### config.mk
export PLATFORM = sky130hd
export DESIGN_NAME = tff_root_step
export DESIGN_NICKNAME = d
export VERILOG_FILES = /design/src/rtl/tff_pkg.sv /design/src/rtl/tff_root_step.sv
export SDC_FILE = /design/constraint.sdc
export NUM_CORES = 1
export LEC_CHECK = 0
export BUFFER_PORTS_ARGS = -buffer_cell sky130_fd_sc_hd__clkbuf_2
export CAP_MARGIN = 40
export CORE_AREA = 2 2 249 251
export DETAILED_ROUTE_END_ITERATION = 6
export DIE_AREA = 0 0 251 253
export PLACE_DENSITY = 0.71
export RECOVER_POWER = 25
export SYNTH_ARGS = -nofsm -noshare
export SYNTH_HDL_FRONTEND = slang
export SYNTH_SLANG_ARGS = --single-unit
### constraint.sdc
create_clock -name clk -period 4.91 [get_ports clk]
set_clock_uncertainty 0.1 [all_clocks]
set_input_delay 1.2275 -clock clk [delete_from_list [all_inputs] [get_ports clk]]
set_output_delay 1.2275 -clock clk [all_outputs]
set_load 0.02 [all_outputs]
### src/rtl/tff_pkg.sv
// ---------------------------------------------------------------------------
// tff_pkg: shared types and constants for the tangent frame pipeline
// Widths of the datapath and the per-component state of the root search.
// ---------------------------------------------------------------------------
package tff_pkg;

  // input component width (signed)
  localparam int CB    = 16;
  // output format
  localparam int OW    = 16;
  localparam int FRAC  = 14;
  // quotient bits searched, one per step stage
  localparam int QW    = FRAC + 1;
  // magnitude products and their squares
  localparam int PW    = 2 * CB;
  localparam int SQW   = 4 * CB;
  localparam int SW    = SQW + 2;
  // search residue width, room for s * 2^(2*QW+4)
  localparam int RW    = SQW + 2 * QW + 6;
  // initial shifts for the top search bit k = QW-1
  localparam int VSH   = 2 * FRAC + 2;
  localparam int ASH   = QW + 1;
  localparam int BSH   = 2 * QW;
  // front end register stages
  localparam int FRONT = 5;

  // one vector component in flight through the root search
  typedef struct packed {
    logic signed [RW-1:0] r;   // m^2 * 2^30 - u^2 * s
    logic signed [RW-1:0] a;   // u * s * 2^(k+2)
    logic signed [RW-1:0] b;   // s * 2^(2k+2)
    logic [QW-1:0]        q;   // quotient bits found so far
    logic                 neg; // sign of the component
  } root_t;

endpackage

### src/rtl/tff_root_step.sv
// ---------------------------------------------------------------------------
// tff_root_step: one bit of the rounded m * 2^14 / sqrt(s) search
// Tries the next quotient bit; keeps the residue exact with shifts and adds.
// ---------------------------------------------------------------------------
module tff_root_step (
  input  logic           clk,
  input  logic           en,
  input  tff_pkg::root_t d,
  output tff_pkg::root_t q
);
  import tff_pkg::*;

  root_t                st_r;
  root_t                st_nxt;
  logic signed [RW-1:0] trial;
  logic                 take;

  // residue after setting this bit; keep it when non-negative
  always_comb begin
    trial         = d.r - d.a - d.b;
    take          = !trial[RW-1];
    st_nxt.r      = take ? trial : d.r;
    st_nxt.a      = (take ? (d.a + (d.b <<< 1)) : d.a) >>> 1;
    st_nxt.b      = d.b >>> 2;
    st_nxt.q      = {d.q[QW-2:0], take};
    st_nxt.neg    = d.neg;
  end

  always_ff @(posedge clk) begin
    if (en) begin
      st_r <= st_nxt;
    end
  end

  assign q = st_r;

endmodule

After elaboration in Yosys (flattened, before gate mapping)

Cells that the tools add are included.

Logic and storage cells: 12
ROM bits: 0
Input port bits: 318
Bits in writable memories: 0
Output and inout bits: 316
Memories: 0
Bits in registers: 313
Bits in latches: 0

Multiply operators: 0
Order comparisons: 0
Shifts and indexed selects: 0
Multiplexer cells: 2
Reductions and logical operators: 1
Bitwise operators: 0
Add/subtract/negate cells: 3
Div/mod/pow operators: 0
Equality and inequality tests: 0

Operators by type and width:

| cell                | count |
|---|---|
| $sub A100 B100 Y100 | 2 |
| $add A100 B100 Y100 | 1 |
| $mux W100           | 1 |
| $mux W99            | 1 |
| $logic_not A1 Y1    | 1 |

Depth between registers and ports, before layout

Word-level depth: 3
Mapped depth: 18
Gate-level depth less buffers: 17

Worst setup path before layout

No wires, ideal clock.

Path kind: input to register
Start: input port d[60] (netlist name)
End: register st_r, in the netlist q[116] (data pin)
Arrival time: 4896 ps
Stages on the path: 18
Library setup time: 260 ps
Path slack: -347 ps
Path buffers: 4
Required time: 4550 ps
Path through: inv_1 > fa_1 > ha_1 > buf_6 > a21o_1 > a21o_1 > a21oi_2 > o211ai_1 > a41o_1 > or4_4 > o221ai_2 > nand2_1 > a221oi_2 > xnor3_1 > buf_2 > buf_6 > buf_6 > mux2_4

RTL lines:

| what                   | RTL line            | text |
|---|---|---|
| start: declaration     | tff_root_step.sv:8  | `input tff_pkg::root_t d,` |
| end signal: assignment | tff_root_step.sv:31 | `st_r <= st_nxt;` |
| end: declaration       | tff_root_step.sv:13 | `root_t st_r;` |

==> summary.txt <==
Setup path
  – Crit Path Class: in2reg
  – CP Capture Type: register
  – Most frequent CP cell: buf_4
  – Critical path required time: between 5 and 6 ns
  – Crit Path Max Fanout: 10
  – CP Cell Sequence: clkbuf_2 -> inv_2 -> fa_1 -> ha_4 -> a21oi_4 -> buf_6 -> buf_4 -> o21a_1 -> nand2_1 -> a41o_1 -> or4_4 -> o221ai_2 -> nand2_2 -> a221oi_4 -> xnor3_4 -> buf_4 -> buf_12 -> buf_4 -> mux2_4
  – CP max stage delay: between 0.5 and 0.6 ns
  – Delay-heaviest family, CP: compound AO/OA/AOI/OAI gates
  – Crit path launch type: input port
  – Worst path bufs/invs: 7
  – Slowest library cell on the worst path: fa_1
  – Critical path arrival: roughly 5.2 ns

Timing
  – Final setup fails: ~110
  – Slew HR: -73.56%
  – RSZ-0062 raised after global routing: true
  – WHS: approximately 0.74 ns
  – Setup ws final: -0.1129 ns
  – Fmax achieved: ~0.2 GHz
  – Final period demand of the worst path: around 5.0 ns
  – Max-slew violation count: 89
  – Hold Fails Final Rpt: 0
  – Final period utilization: 102.3%
  – Least-Margin Pin Slew: around 2.6 ns
  – Setup TNS: -8.869 ns

Global route
  – Vias in the first global route: between 20,000 and 30,000
  – Congestion Overflow GR: 0
  – Largest net degree at the start of global routing: 92
  – First-pass GRT wire length: between 150 and 200 mm
  – Initial antenna violation count: 6
  – Total GRT Usage: around a third

Route
  – Vias/cell: about 5.5
  – Post-route ant nets: 0
  – Met1 wire length: between 40 and 50 mm
  – Wire length per cell: roughly 21 um
  – WL final: approximately 110 mm
  – Vias: approximately 28,000
  – WL met2: slightly above 50 mm
  – DRC: 0
  – 1st-pass router iterations: 6
  – Uppermost layer routed: met4
  – WL met3: approximately 8 mm
  – Iteration-0 DRC Markers: around 2,100

Synth
  – Synth Register Bits: about 310
  – Post-synth top area cell: edfxtp_1
  – Syn Std Cell Area: 27,370 um^2
  – Post-synth EDFFs: 313
  – Dominant synthesized flop cell: edfxtp_1
  – Syn. warnings: 0
  – Sequential element share of the synthesized area: around a third
  – Syn Inst Count: about 2,800
  – Syn Nets: 3,431
  – Largest cells by area after synthesis: edfxtp_1 (34%), ha_1 (9.1%), fa_1 (7.3%)
  – Yosys cell types: 81
  – Async S/R FF share, synth: 0%
  – Post-Syn Area per Cell: roughly 10 um^2
  – Post-synth top area share: approximately 34%

Floorplan
  – # rows: between 90 and 100
  – Die span in y: between 200 and 300 um
  – Die Area: 63,500 um^2
  – Initial Util: 44.84%
  – Die width: 251 um
  – IO Count: ~630
  – Core Area: 61,030 um^2

Final layout
  – Nets: 4,810
  – P&R area growth vs syn: 42.73%
  – Core Util, Final: 64.01%
  – Filler Cell Count: 5,112
  – Layout cells sized above 1: 39.41%
  – Non-filler cells, final: between 5,000 and 6,000
  – Largest register FFs: roughly 310

Clock tree
  – CTS Hold Bufs: 0
  – CTS Buf Count: 37
  – CTS sink count: roughly 310
  – Clk slew on worst S/H paths: 0.06 ns
  – CTS tree: done
  – Max clock buf depth: 3
  – H-tree lvl count: 2
  – CTS Root Cell: clkbuf_16

Place
  – Inst Count DP: between 4,000 and 5,000
  – IO buf count: between 600 and 700
  – DP Wirelength: ~90 mm
  – GP Congestion: approximately 1

Pwr
  – P_leak: 18.71 nW
  – Maximum VDD drop: a little over 300 uV
  – Cell Pwr Density: 392.2 nW/um^2

Worst hold path
  – HP Start: d[9]
  – Cell depth of the worst hold path: 1
  – Destination of the worst hold path: q[10]$_DFFE_PP_
  – Worst hold-check path type: in2reg

Run
  – Maximum capacitance violations: 1

Outcome
  – Violated checks: max-capacitance violations, max-slew violations, negative setup slack
  – Status: finished with violations
what timing repair did:
action / CTS / global route
gates cloned: 0 / 12
gates resized for setup: 46 / 65
setup endpoints to repair: 200 / 197
setup buffers: 7 / 27
pin swaps: 10 / 11
stage by stage:
step / cell area [um^2] / setup WS [ns] / power (mW)
2_1_floorplan: 27470 / -0.1768 / 8.453
3_3_place_gp: 37160 / -0.9714 / 11.71
3_5_place_dp: 37160 / -1.022 / 11.80
4_1_cts: 38540 / -0.05898 / 14.66
5_1_grt: 39060 / -0.2264 / 15.99
6_report: 39060 / -0.1129 / 15.32
routing by layer:
layer  up-vias  global-route usage, %
li1      13020                      -
met1     13300                  39.91
met5         -                      0
met2      1229                  54.21
met3       217                  5.664
met4         0                  12.07
logic make-up after synthesis:
logic type	synth area share (%)
AO/OA/AOI/OAI	18.47
AND/OR/NAND/NOR	10.58
buffers and inverters	5.971
flip-flops	34.34
adder cells (fa/ha/maj)	16.41
multiplexers	8.056
XOR/XNOR	6.163
synth_stat cells (9+ instances only):
master	n
edfxtp_1	313
a21o_1	136
mux2_4	18
mux2i_1	92
or3_1	9
nand3_1	30
o21a_1	26
nor4_1	11
xor2_1	84
nand4_1	94
o21ai_0	154
inv_1	258
nor2b_1	13
a221oi_1	10
clkbuf_1	119
o21bai_1	54
a211oi_1	17
buf_2	16
xnor2_1	106
a21boi_0	9
fa_1	100
ha_1	199
a21oi_1	265
nor2_1	160
nand2_1	179
o211ai_1	16
nand2b_1	17
o31ai_1	11
a31oi_1	21
nor3_1	36
buf_4	11
and3_1	12
mux2_2	90
final cells by class:
class | instances | area, um^2 | area share [%]
clock inverter | 14 | 161.4 | 0.4132
sequential | 313 | 9399 | 24.06
timing repair buffer | 1491 | 9831 | 25.17
clock buffer | 49 | 970.9 | 2.486
tap | 790 | 988.4 | 2.530
inverter | 258 | 970.9 | 2.486
multi-input combinational | 2092 | 16720 | 42.81
antenna | 7 | 17.52 | 0.04484
cells in the final DEF, fill, tap and decap left out, types with 52 or more instances in the layout:
| cell type | n |
|---|---|
| xnor2_1 | 106 |
| inv_1 | 246 |
| nand4_1 | 94 |
| ha_1 | 189 |
| edfxtp_1 | 313 |
| xor2_1 | 84 |
| mux2_2 | 89 |
| nor2_1 | 159 |
| buf_4 | 753 |
| clkbuf_1 | 90 |
| nand2_1 | 177 |
| fa_1 | 96 |
| clkbuf_2 | 607 |
| mux2i_1 | 92 |
| a21o_1 | 136 |
| o21bai_1 | 52 |
| a21oi_1 | 252 |
| o21ai_0 | 145 |
worst max-delay path by stage:
stage,cells past startpoint,to,startpoint
floorplan,17,q[116]$_DFFE_PP_,d[258]
global placement,20,q[308]$_DFFE_PP_,d[16]
detailed placement,21,q[298]$_DFFE_PP_,d[16]
CTS,17,q[195]$_DFFE_PP_,d[68]
global route,19,q[262]$_DFFE_PP_,d[68]
finish,19,q[311]$_DFFE_PP_,d[68]
power breakdown:
part           switching [mW]  internal, mW
clock network            1.18          1.55
registers               0.228          3.76
logic                    4.59          4.01
No activity file was read; power rests on OpenSTA's default activity.
